===== config.mk =====
export PLATFORM = sky130hd
export DESIGN_NAME = arp_cache_oldest_replace_flat
export DESIGN_NICKNAME = d
export VERILOG_FILES = /design/src/rtl/arpc_pkg.sv /design/src/rtl/arpc_req_if.sv /design/src/rtl/arpc_rsp_if.sv /design/src/rtl/arp_cache_oldest_replace.sv /design/src/flat_wrapper.sv
export SDC_FILE = /design/constraint.sdc
export NUM_CORES = 2
export LEC_CHECK = 0
export BUFFER_PORTS_ARGS = -buffer_cell sky130_fd_sc_hd__buf_2
export CELL_PAD_IN_SITES_DETAIL_PLACEMENT = 1
export CELL_PAD_IN_SITES_GLOBAL_PLACEMENT = 2
export CORE_ASPECT_RATIO = 0.9
export CORE_MARGIN = 5
export CORE_UTILIZATION = 50
export CTS_BUF_LIST = sky130_fd_sc_hd__clkbuf_4 sky130_fd_sc_hd__clkbuf_8
export CTS_CLUSTER_DIAMETER = 200
export CTS_CLUSTER_SIZE = 14
export DETAILED_ROUTE_END_ITERATION = 16
export MAX_ROUTING_LAYER = met4
export PLACE_DENSITY = 0.82
export SLEW_MARGIN = 10
export SYNTH_ARGS = -nofsm -noshare
export SYNTH_HDL_FRONTEND = slang
export SYNTH_SLANG_ARGS = --single-unit

===== constraint.sdc =====
create_clock -name clk_i -period 10.6 [get_ports clk_i]
set_clock_uncertainty 0.1 [all_clocks]
set_input_delay 2.12 -clock clk_i [delete_from_list [all_inputs] [get_ports clk_i]]
set_output_delay 2.12 -clock clk_i [all_outputs]
set_load 0.01 [all_outputs]

===== src/rtl/arpc_pkg.sv =====
package arpc_pkg;

  // Table geometry
  localparam int unsigned CACHE_ENTRIES = 16;
  localparam int unsigned IDX_W         = $clog2(CACHE_ENTRIES);
  localparam int unsigned CNT_W         = $clog2(CACHE_ENTRIES + 1);

  // Field widths
  localparam int unsigned IP_W   = 32;
  localparam int unsigned MAC_W  = 48;
  localparam int unsigned TIME_W = 32;
  localparam int unsigned SLOT_W = 4;

  // Request opcodes
  localparam logic OP_LOOKUP = 1'b0;
  localparam logic OP_ADD    = 1'b1;

endpackage


===== src/rtl/arpc_req_if.sv =====
interface arpc_req_if;
  import arpc_pkg::*;

  logic              valid;
  logic              ready;
  logic              opcode;
  logic [IP_W-1:0]   ip_addr;
  logic [MAC_W-1:0]  mac_in;
  logic [TIME_W-1:0] now_ms;

  modport source (
    output valid, opcode, ip_addr, mac_in, now_ms,
    input  ready
  );

  modport sink (
    input  valid, opcode, ip_addr, mac_in, now_ms,
    output ready
  );

endinterface


===== src/rtl/arpc_rsp_if.sv =====
interface arpc_rsp_if;
  import arpc_pkg::*;

  logic              valid;
  logic              ready;
  logic              found;
  logic [MAC_W-1:0]  mac_out;
  logic [SLOT_W-1:0] slot;

  modport source (
    output valid, found, mac_out, slot,
    input  ready
  );

  modport sink (
    input  valid, found, mac_out, slot,
    output ready
  );

endinterface


===== src/rtl/arp_cache_oldest_replace.sv =====
// ARP cache of CACHE_ENTRIES IPv4-to-MAC entries with oldest-entry replacement.
// A request either looks up an address (returning its MAC on a hit) or adds
// an entry: a matching entry is refreshed, else the lowest free slot is
// filled, else the entry with the smallest timestamp is overwritten (lowest
// index on a tie; timestamps compare unsigned, without wrap handling). Every
// request yields exactly one response transaction. The block scans the entry
// memory one entry per cycle through a single address comparator and a single
// timestamp comparator. A request is taken in idle, every entry is read in
// turn, the last registered read is evaluated, then an add writes its entry
// and the response is registered once the previous response has been taken,
// and the block returns to idle to take the next request. The response is held
// in an output register, so a new request is taken while it waits. Reset clears
// every valid mark at once; no clearing pass is needed.
module arp_cache_oldest_replace (
  input  logic       clk_i,
  input  logic       rst_ni,
  arpc_req_if.sink   req_i,
  arpc_rsp_if.source rsp_o
);
  import arpc_pkg::*;

  typedef enum logic [2:0] {
    S_IDLE   = 3'b001,
    S_SCAN   = 3'b010,
    S_FINISH = 3'b100
  } state_e;

  state_e state_q, state_d;

  // Latched request
  logic              op_q;
  logic [IP_W-1:0]   ip_q;
  logic [MAC_W-1:0]  mac_q;
  logic [TIME_W-1:0] now_q;

  // Scan control
  logic [CNT_W-1:0] cnt_q, cnt_d;
  logic             ev_vld_q, ev_vld_d;
  logic [IDX_W-1:0] ev_idx_q, ev_idx_d;

  // Scan results
  logic              hit_q, hit_d;
  logic [IDX_W-1:0]  hit_idx_q, hit_idx_d;
  logic [MAC_W-1:0]  hit_mac_q, hit_mac_d;
  logic              free_q, free_d;
  logic [IDX_W-1:0]  free_idx_q, free_idx_d;
  logic [TIME_W-1:0] best_time_q, best_time_d;
  logic [IDX_W-1:0]  best_idx_q, best_idx_d;

  // Entry store
  logic [CACHE_ENTRIES-1:0] vld_q, vld_d;
  logic [IP_W-1:0]          mem_ip   [CACHE_ENTRIES];
  logic [MAC_W-1:0]         mem_mac  [CACHE_ENTRIES];
  logic [TIME_W-1:0]        mem_time [CACHE_ENTRIES];
  logic [IP_W-1:0]          rd_ip_q;
  logic [MAC_W-1:0]         rd_mac_q;
  logic [TIME_W-1:0]        rd_time_q;

  // Response register
  logic              out_vld_q, out_vld_d;
  logic              out_found_q, out_found_d;
  logic [MAC_W-1:0]  out_mac_q, out_mac_d;
  logic [SLOT_W-1:0] out_slot_q, out_slot_d;

  logic             in_acc;
  logic             issue;
  logic [IDX_W-1:0] rd_addr;
  logic             ev_match;
  logic             ev_older;
  logic             out_free;
  logic             fin_go;
  logic [IDX_W-1:0] tgt_idx;
  logic             wr_ip;
  logic             wr_mt;

  assign req_i.ready   = (state_q == S_IDLE);
  assign in_acc        = req_i.valid && req_i.ready;
  assign rsp_o.valid   = out_vld_q;
  assign rsp_o.found   = out_found_q;
  assign rsp_o.mac_out = out_mac_q;
  assign rsp_o.slot    = out_slot_q;

  // Scan datapath: one address compare and one timestamp compare per cycle
  assign issue    = (state_q == S_SCAN) && (cnt_q != CNT_W'(CACHE_ENTRIES));
  assign rd_addr  = cnt_q[IDX_W-1:0];
  assign ev_match = ev_vld_q && vld_q[ev_idx_q] && (rd_ip_q == ip_q);
  assign ev_older = (ev_idx_q == '0) || (rd_time_q < best_time_q);

  // Write-back target and strobes
  assign out_free = !out_vld_q || rsp_o.ready;
  assign fin_go   = (state_q == S_FINISH) && out_free;
  assign tgt_idx  = hit_q ? hit_idx_q : (free_q ? free_idx_q : best_idx_q);
  assign wr_mt    = fin_go && (op_q == OP_ADD);
  assign wr_ip    = wr_mt && !hit_q;

  // Sequencer and next-state logic
  always_comb begin
    state_d     = state_q;
    cnt_d       = cnt_q;
    ev_vld_d    = issue;
    ev_idx_d    = rd_addr;
    hit_d       = hit_q;
    hit_idx_d   = hit_idx_q;
    hit_mac_d   = hit_mac_q;
    free_d      = free_q;
    free_idx_d  = free_idx_q;
    best_time_d = best_time_q;
    best_idx_d  = best_idx_q;
    vld_d       = vld_q;
    out_vld_d   = out_vld_q;
    out_found_d = out_found_q;
    out_mac_d   = out_mac_q;
    out_slot_d  = out_slot_q;

    // Release a response once its transaction completes
    if (out_vld_q && rsp_o.ready) begin
      out_vld_d = 1'b0;
    end

    case (state_q)
      S_IDLE: begin
        if (in_acc) begin
          state_d = S_SCAN;
          cnt_d   = '0;
          hit_d   = 1'b0;
          free_d  = 1'b0;
        end
      end
      S_SCAN: begin
        if (issue) begin
          cnt_d = cnt_q + CNT_W'(1);
        end else begin
          state_d = S_FINISH;
        end
        // Evaluate the entry read in the previous cycle
        if (ev_vld_q) begin
          if (ev_match && !hit_q) begin
            hit_d     = 1'b1;
            hit_idx_d = ev_idx_q;
            hit_mac_d = rd_mac_q;
          end
          if (!vld_q[ev_idx_q] && !free_q) begin
            free_d     = 1'b1;
            free_idx_d = ev_idx_q;
          end
          if (ev_older) begin
            best_time_d = rd_time_q;
            best_idx_d  = ev_idx_q;
          end
        end
      end
      S_FINISH: begin
        if (fin_go) begin
          state_d     = S_IDLE;
          out_vld_d   = 1'b1;
          out_found_d = hit_q;
          out_mac_d   = ((op_q == OP_LOOKUP) && hit_q) ? hit_mac_q : '0;
          out_slot_d  = (hit_q || (op_q == OP_ADD)) ? SLOT_W'(tgt_idx) : '0;
          if (wr_ip) begin
            vld_d[tgt_idx] = 1'b1;
          end
        end
      end
      default: begin
        state_d = S_IDLE;
      end
    endcase
  end

  // Control registers
  always_ff @(posedge clk_i or negedge rst_ni) begin
    if (!rst_ni) begin
      state_q   <= S_IDLE;
      cnt_q     <= '0;
      ev_vld_q  <= 1'b0;
      hit_q     <= 1'b0;
      free_q    <= 1'b0;
      vld_q     <= '0;
      out_vld_q <= 1'b0;
    end else begin
      state_q   <= state_d;
      cnt_q     <= cnt_d;
      ev_vld_q  <= ev_vld_d;
      hit_q     <= hit_d;
      free_q    <= free_d;
      vld_q     <= vld_d;
      out_vld_q <= out_vld_d;
    end
  end

  // Payload registers
  always_ff @(posedge clk_i) begin
    if (in_acc) begin
      op_q  <= req_i.opcode;
      ip_q  <= req_i.ip_addr;
      mac_q <= req_i.mac_in;
      now_q <= req_i.now_ms;
    end
    ev_idx_q    <= ev_idx_d;
    hit_idx_q   <= hit_idx_d;
    hit_mac_q   <= hit_mac_d;
    free_idx_q  <= free_idx_d;
    best_time_q <= best_time_d;
    best_idx_q  <= best_idx_d;
    out_found_q <= out_found_d;
    out_mac_q   <= out_mac_d;
    out_slot_q  <= out_slot_d;
  end

  // Entry memory: one write port, one registered read port
  always_ff @(posedge clk_i) begin
    if (wr_ip) begin
      mem_ip[tgt_idx] <= ip_q;
    end
    if (wr_mt) begin
      mem_mac[tgt_idx]  <= mac_q;
      mem_time[tgt_idx] <= now_q;
    end
    if (issue) begin
      rd_ip_q   <= mem_ip[rd_addr];
      rd_mac_q  <= mem_mac[rd_addr];
      rd_time_q <= mem_time[rd_addr];
    end
  end

  // Replacement by age only happens with every slot valid
  a_full_on_replace: assert property (@(posedge clk_i) disable iff (!rst_ni)
    (state_q == S_FINISH && op_q == OP_ADD && !hit_q && !free_q) |-> (&vld_q))
    else $error("oldest-entry replacement with a free slot left");

  // An add leaves its target entry valid
  a_add_sets_valid: assert property (@(posedge clk_i) disable iff (!rst_ni)
    wr_ip |=> vld_q[$past(tgt_idx)])
    else $error("added entry not marked valid");

  // The sequencer reaches write-back only after a full scan
  a_full_scan: assert property (@(posedge clk_i) disable iff (!rst_ni)
    $rose(state_q == S_FINISH) |-> ($past(cnt_q) == CNT_W'(CACHE_ENTRIES)))
    else $error("scan ended early");

  // A new response is loaded only from write-back
  a_rsp_source: assert property (@(posedge clk_i) disable iff (!rst_ni)
    $rose(out_vld_q) |-> $past(state_q == S_FINISH))
    else $error("response loaded outside write-back");

  // A non-zero MAC is only returned on a hit
  a_mac_on_hit: assert property (@(posedge clk_i) disable iff (!rst_ni)
    (out_vld_q && out_mac_q != '0) |-> out_found_q)
    else $error("MAC returned without a hit");

endmodule

===== src/flat_wrapper.sv =====
// flat-port wrapper written by rule: the top's interface ports become plain ports
module arp_cache_oldest_replace_flat import arpc_pkg::*;
  (clk_i, rst_ni, req_i_valid, req_i_opcode, req_i_ip_addr, req_i_mac_in, req_i_now_ms, req_i_ready, rsp_o_valid, rsp_o_found, rsp_o_mac_out, rsp_o_slot, rsp_o_ready);
  arpc_req_if req_i_i ();
  arpc_rsp_if rsp_o_i ();
  input  logic clk_i;
  input  logic rst_ni;
  input wire logic [$bits(req_i_i.valid)-1:0] req_i_valid;
  input wire logic [$bits(req_i_i.opcode)-1:0] req_i_opcode;
  input wire logic [$bits(req_i_i.ip_addr)-1:0] req_i_ip_addr;
  input wire logic [$bits(req_i_i.mac_in)-1:0] req_i_mac_in;
  input wire logic [$bits(req_i_i.now_ms)-1:0] req_i_now_ms;
  output wire logic [$bits(req_i_i.ready)-1:0] req_i_ready;
  output wire logic [$bits(rsp_o_i.valid)-1:0] rsp_o_valid;
  output wire logic [$bits(rsp_o_i.found)-1:0] rsp_o_found;
  output wire logic [$bits(rsp_o_i.mac_out)-1:0] rsp_o_mac_out;
  output wire logic [$bits(rsp_o_i.slot)-1:0] rsp_o_slot;
  input wire logic [$bits(rsp_o_i.ready)-1:0] rsp_o_ready;
  assign req_i_i.valid = req_i_valid;
  assign req_i_i.opcode = req_i_opcode;
  assign req_i_i.ip_addr = req_i_ip_addr;
  assign req_i_i.mac_in = req_i_mac_in;
  assign req_i_i.now_ms = req_i_now_ms;
  assign req_i_ready = req_i_i.ready;
  assign rsp_o_valid = rsp_o_i.valid;
  assign rsp_o_found = rsp_o_i.found;
  assign rsp_o_mac_out = rsp_o_i.mac_out;
  assign rsp_o_slot = rsp_o_i.slot;
  assign rsp_o_i.ready = rsp_o_ready;
  arp_cache_oldest_replace u_core (.clk_i(clk_i), .rst_ni(rst_ni), .req_i(req_i_i), .rsp_o(rsp_o_i));
endmodule

# Yosys cells after proc, flatten, opt, wreduce, memory -nomap -nowiden
# Memory sizes are Yosys's and may differ from the RTL's. A register that Yosys moved wholly into a read port is not among the register bits.
# Index checks and enable logic that the tools add are counted.
# word_totals
reg_bits	290
memories	3
out_inout_bits	55
ram_bits	1792
# op_classes
eq_ne	12
muxes	27
n_bitwise	2
reduce_logical	30
order_cmp	4
add_sub_neg	1
# mem_list
name	depth	width	rd	rd_clocked_by_memory_dff	write_ports	line_no	rtl
u_core.mem_mac	16	48	1	1	1	arp_cache_oldest_replace.sv:53	logic [MAC_W-1:0] mem_mac [CACHE_ENTRIES];
u_core.mem_ip	16	32	1	1	1	arp_cache_oldest_replace.sv:52	logic [IP_W-1:0] mem_ip [CACHE_ENTRIES];
u_core.mem_time	16	32	1	1	1	arp_cache_oldest_replace.sv:54	logic [TIME_W-1:0] mem_time [CACHE_ENTRIES];
# op_table
op	count
$eq A32 B32 Y1	1
$lt A32 B32 Y1	1
$reduce_and A3 Y1	6
$or A16 B16 Y16	1
$mux W1	14
$logic_and A1 B1 Y1	12
$lt A4 B5 Y1 const B	2
$mux W5	2
$pmux W5 S2	1
$mux W3	3
$pmux W3 S3	1
$mux W4	2
$ne A2 B2 Y1 const B	4
$reduce_and A4 Y1	2
$ne A2 B1 Y1 const B	3
$add A5 B1 Y5 const B	1
$ne A5 B5 Y1 const B	1
$bmux W1 S4	1
$demux W1 S4	1
$ge A4 B1 Y1 const B	1
$logic_not A1 Y1	4
$logic_not A4 Y1	1
$pmux W1 S2	2
$eq A3 B1 Y1 const B	1
other kinds (6)	8

# Depth between registers and ports, before layout
# depth
depth_word	8
ltp_mapped	11
depth_no_buf	8

# Worst setup path before layout
# OpenSTA, ideal clock, no wires.
# synth_timing
kind	in2reg
from	input rsp_o_ready
to	memory u_core.mem_mac[1][0] (enable)
arrival_time_ns	8.521
path_stages	6
slack_ns	1.459
setup_time_ns	0.519
path_cell_list	nor2b_1 -> nor2_1 -> nand2_1 -> nor2_1 -> nand2_1 -> nor2_1
# synth_between
elab_chain_len	5
# synth_lines
element	line_no	rtl
start: declaration	flat_wrapper.sv:18	input wire logic [$bits(rsp_o_i.ready)-1:0] rsp_o_ready;
$logic_or A1 B1 Y1	arp_cache_oldest_replace.sv:90	assign out_free = !out_vld_q || rsp_o.ready;
$logic_and A1 B1 Y1	arp_cache_oldest_replace.sv:91	assign fin_go = (state_q == S_FINISH) && out_free;
$logic_and A1 B1 Y1	arp_cache_oldest_replace.sv:93	assign wr_mt = fin_go && (op_q == OP_ADD);
$mux W1	arp_cache_oldest_replace.sv:215	if (wr_mt) begin
$mux W1 (not written as such)	arp_cache_oldest_replace.sv:216	mem_mac[tgt_idx] <= mac_q;
end: declaration	arp_cache_oldest_replace.sv:53	
# No other way between the ends.

# Worst setup path after layout
# layout_timing
from	input rsp_o_ready
to	memory u_core.mem_time[7][7] (enable)
# layout_between
elab_chain_len	5
# layout_lines
element	line_no	rtl
$logic_or A1 B1 Y1	arp_cache_oldest_replace.sv:90	
$logic_and A1 B1 Y1	arp_cache_oldest_replace.sv:91	
$logic_and A1 B1 Y1	arp_cache_oldest_replace.sv:93	
$mux W1	arp_cache_oldest_replace.sv:215	
$mux W1 (not written as such)	arp_cache_oldest_replace.sv:217	mem_time[tgt_idx] <= now_q;
end: declaration	arp_cache_oldest_replace.sv:54	
# No other way between the ends.

==> flow_summary.toml <==
[clock_tree]
cts.sinks = 2194
clockBufferDepth = 3
clk_pin_slew_ns = 0.09
hold_buffers = 0
ctsResizeCount = 0
h-tree-depth = 4
root_buffer = "clkbuf_8"
post_cts_buffers = 0
numCtsBuffers = 174
cts_tree = "yes"
clock_latency_ns = 0.94

[global_routing]
grt_max_degree = 147
grt_use_total = 0.216
grt_pass1_vias = 37400
antenna_found_initial = 6
grt_pass1_wl_mm = 263
grt_remaining_overflow = 0

[drt]
drtIter0Drc = 4028
ant_nets = 0
drt-vias-per-instance = 6.10
wl_per_cell_um = 31.2
firstDrtPassIters = 5
totalWireLength_mm = 177
vias = 34700
drc_errors = 0

[run_status]
outcome = "completed"

[worst_setup_path]
rrSetupSlack_ns = 5.54
r2r_end = "u_core.mem_time[7][7]$_DFFE_PP_"
end_kind = "flop"
cp_max_fo = 56
r2r-start = "u_core.state_q[1]$_DFFE_PN0P_"
arrival_ns = 5.97
required_ns = 11.05
crit_type = "input port to flop"
critPathLaunchType = "input port"
worstRegToRegCells = 8

[timing]
relSlewSlack = 0.178
tightestPinTransition_ns = 1.23
finalHoldViolCount = 0
grt_setup_unrepaired = "no"
tns_ns = 0
fmax_ghz = 0.181
finalCritPeriodShare = 0.520
slew_violations = 0
fin_crit_ns = 5.52
finalSetupViolations = 0

[floorplan]
die_w_um = 435
start_util = 0.503
die_area_sq_um = 171000
die_h_um = 393
fp-row-count = 140
core_area_sq_um = 162000
io_pins = 172

[place]
placed_area_sq_um = 84900
dpl.hpwl_mm = 99.6
io_buffers = 171
gp_congestion = 0.732

[logic_synthesis]
ys_async_sr_fraction = 0.0128
synth-seq-cells = 2194
yosysWarnings = 0
synthesis.nets = 3381
ys.flop_type = "edfxtp_1"
synth_edf_count = 2162
avgSynthCellArea_sq_um = 25.2
yosysSeqAreaShare = 0.807
netlist-cell-type-count = 49
postSynthCellCount = 3231
netlist_area_sq_um = 81400

[layout]
area_delta_synth_final_pct = 7.98
fin_nets = 3650
drive_gt1_frac = 0.305
fin_area_sq_um = 87900

[hold_path]
hp-class = "flop to flop"
whs_path_depth = 0
holdCritStartpoint = "u_core.rd_mac_q[40]$_DFFE_PP_"
hold_path_end = "u_core.hit_mac_q[40]$_DFFE_PP_"

[power]
leakage_uw = 0.0267
vdd_ir_drop_max_uv = 162
p_per_area_nw_per_um2 = 208

[flow_run]
cap_violations = 0
-- cell usage in the layout, fill, tap and decap left out, types with 6 or more instances in the layout --
cell,Yosys,final
mux4_2,565,565
xor2_1,34,34
nand2_1,17,17
and2_1,49,48
nor3_2,8,8
inv_12,0,6
clkbuf_4,0,41
clkbuf_8,0,176
ha_1,33,33
nand4_1,7,7
o21ai_0,7,7
nor3_4,0,8
or2_1,8,8
buf_2,14,171
nor4_1,8,8
edfxtp_1,2162,2162
nor2_1,41,22
inv_1,36,36
dfrtp_1,27,22
a21oi_1,16,15
a21o_1,12,12
buf_4,32,59
nor2_4,0,19
-- cells by family after synthesis --
group                    Yosys count  synth area share
flip-flops                      2194             0.807
multiplexers                     573             0.157
adder cells (fa/ha/maj)           33           0.00507
buffers and inverters            177            0.0111
XOR/XNOR                          35           0.00377
AND/OR/NAND/NOR                  174            0.0119
AO/OA/AOI/OAI                     45           0.00341
-- cells in the mapped netlist (all sizes together), types with 2 or more instances --
master	count	area share
or2	9	0.00069
nor3	20	0.0017
nand2	19	0.00094
mux4	565	0.16
nor4	8	0.00061
a21o	12	0.0011
clkbuf	57	0.0026
dfrtp	27	0.0083
mux2i	4	0.00054
and2	49	0.0038
nand3	4	0.00025
inv	36	0.0017
xor2	34	0.0037
nand2b	4	0.00031
mux2	4	0.00055
o21ai	9	0.00055
edfxtp	2162	0.80
ha	33	0.0051
a21oi	16	0.00098
nor2	41	0.0019
a211oi	2	0.00018
dfxtp	4	0.00098
and3	3	0.00023
buf	84	0.0069
nand4	7	0.00054
nor3b	2	0.00018
and4	2	0.00022
-- worst max path at each step --
| stage | start | end | slack (ns) | cells past startpoint |
|---|---|---|---|---|
| final | rsp_o_ready | u_core.mem_time[7][7]$_DFFE_PP_ | 5.08 | 9 |
| after global placement | rsp_o_ready | u_core.mem_time[7][1]$_DFFE_PP_ | 4.14 | 9 |
| after detailed placement | rsp_o_ready | u_core.mem_time[7][1]$_DFFE_PP_ | 4.10 | 9 |
| after global routing | rsp_o_ready | u_core.mem_time[7][12]$_DFFE_PP_ | 5.02 | 9 |
| after CTS | rsp_o_ready | u_core.mem_mac[7][34]$_DFFE_PP_ | 5.12 | 9 |
| after floorplan | rsp_o_ready | u_core.mem_mac[1][0]$_DFFE_PP_ | 1.46 | 6 |
-- critical path, cell delays in order --
cell and delay (ns):
buf_2 0.09, nor2b_1 0.08, nor2_4 0.10, buf_4 0.70
nand2_1 0.20, nor2_1 0.18, nand2_1 0.47, nor2_4 0.99
buf_4 0.93
-- metrics by stage --
stage	util	worst slack [ns]	hold WS, ns	instances	power [uW]
2_1_floorplan	-	1.46	0.242	3231	13200
3_3_place_gp	0.525	4.14	0.303	5454	14100
3_5_place_dp	0.525	4.10	0.306	5454	14200
4_1_cts	0.543	5.12	0.327	5685	18500
5_1_grt	0.543	5.02	0.340	5689	19100
6_report	0.543	5.08	0.323	5689	18300
-- layout make-up --
class                           instances  area (sq um)
Clock buffer                          217          2730
Tap cell                             2130          2670
Multi-Input combinational cell        860         15000
Inverter                               36           135
Sequential cell                      2194         65700
Antenna cell                            4          10.0
Timing Repair Buffer                  234          1380
Clock inverter                         14           210
Fill cell                           13700         74000
-- state kept, by name, indices dropped and copies added, names as in the netlist, 5 cells and up --
signal,cells
u_core.mem_mac,768
u_core.mem_ip,512
u_core.mem_time,512
u_core.hit_mac_q,48
u_core.mac_q,48
u_core.rd_mac_q,48
u_core.rsp_o.mac_out,48
u_core.best_time_q,32
u_core.ip_q,32
u_core.now_q,32
u_core.rd_ip_q,32
u_core.rd_time_q,32
u_core.vld_q,16
u_core.cnt_q,5
-- metal layers --
| layer | vias to the layer above | share of wire | track usage |
|---|---|---|---|
| met5 | - | 0 | - |
| met4 | 0 | 0.018 | 0.0445 |
| met1 | 18900 | 0.40 | 0.295 |
| met2 | 1445 | 0.51 | 0.355 |
| li1 | 14200 | - | - |
| met3 | 226 | 0.066 | 0.0339 |
-- report_power, final --
part           switching [uW]  total (uW)  internal, uW
Clock                    2630        4340          1710
Combinational            1520        3180          1670
Sequential                590       10800         10200
Note: power is estimated with default switching activity, not from simulation.
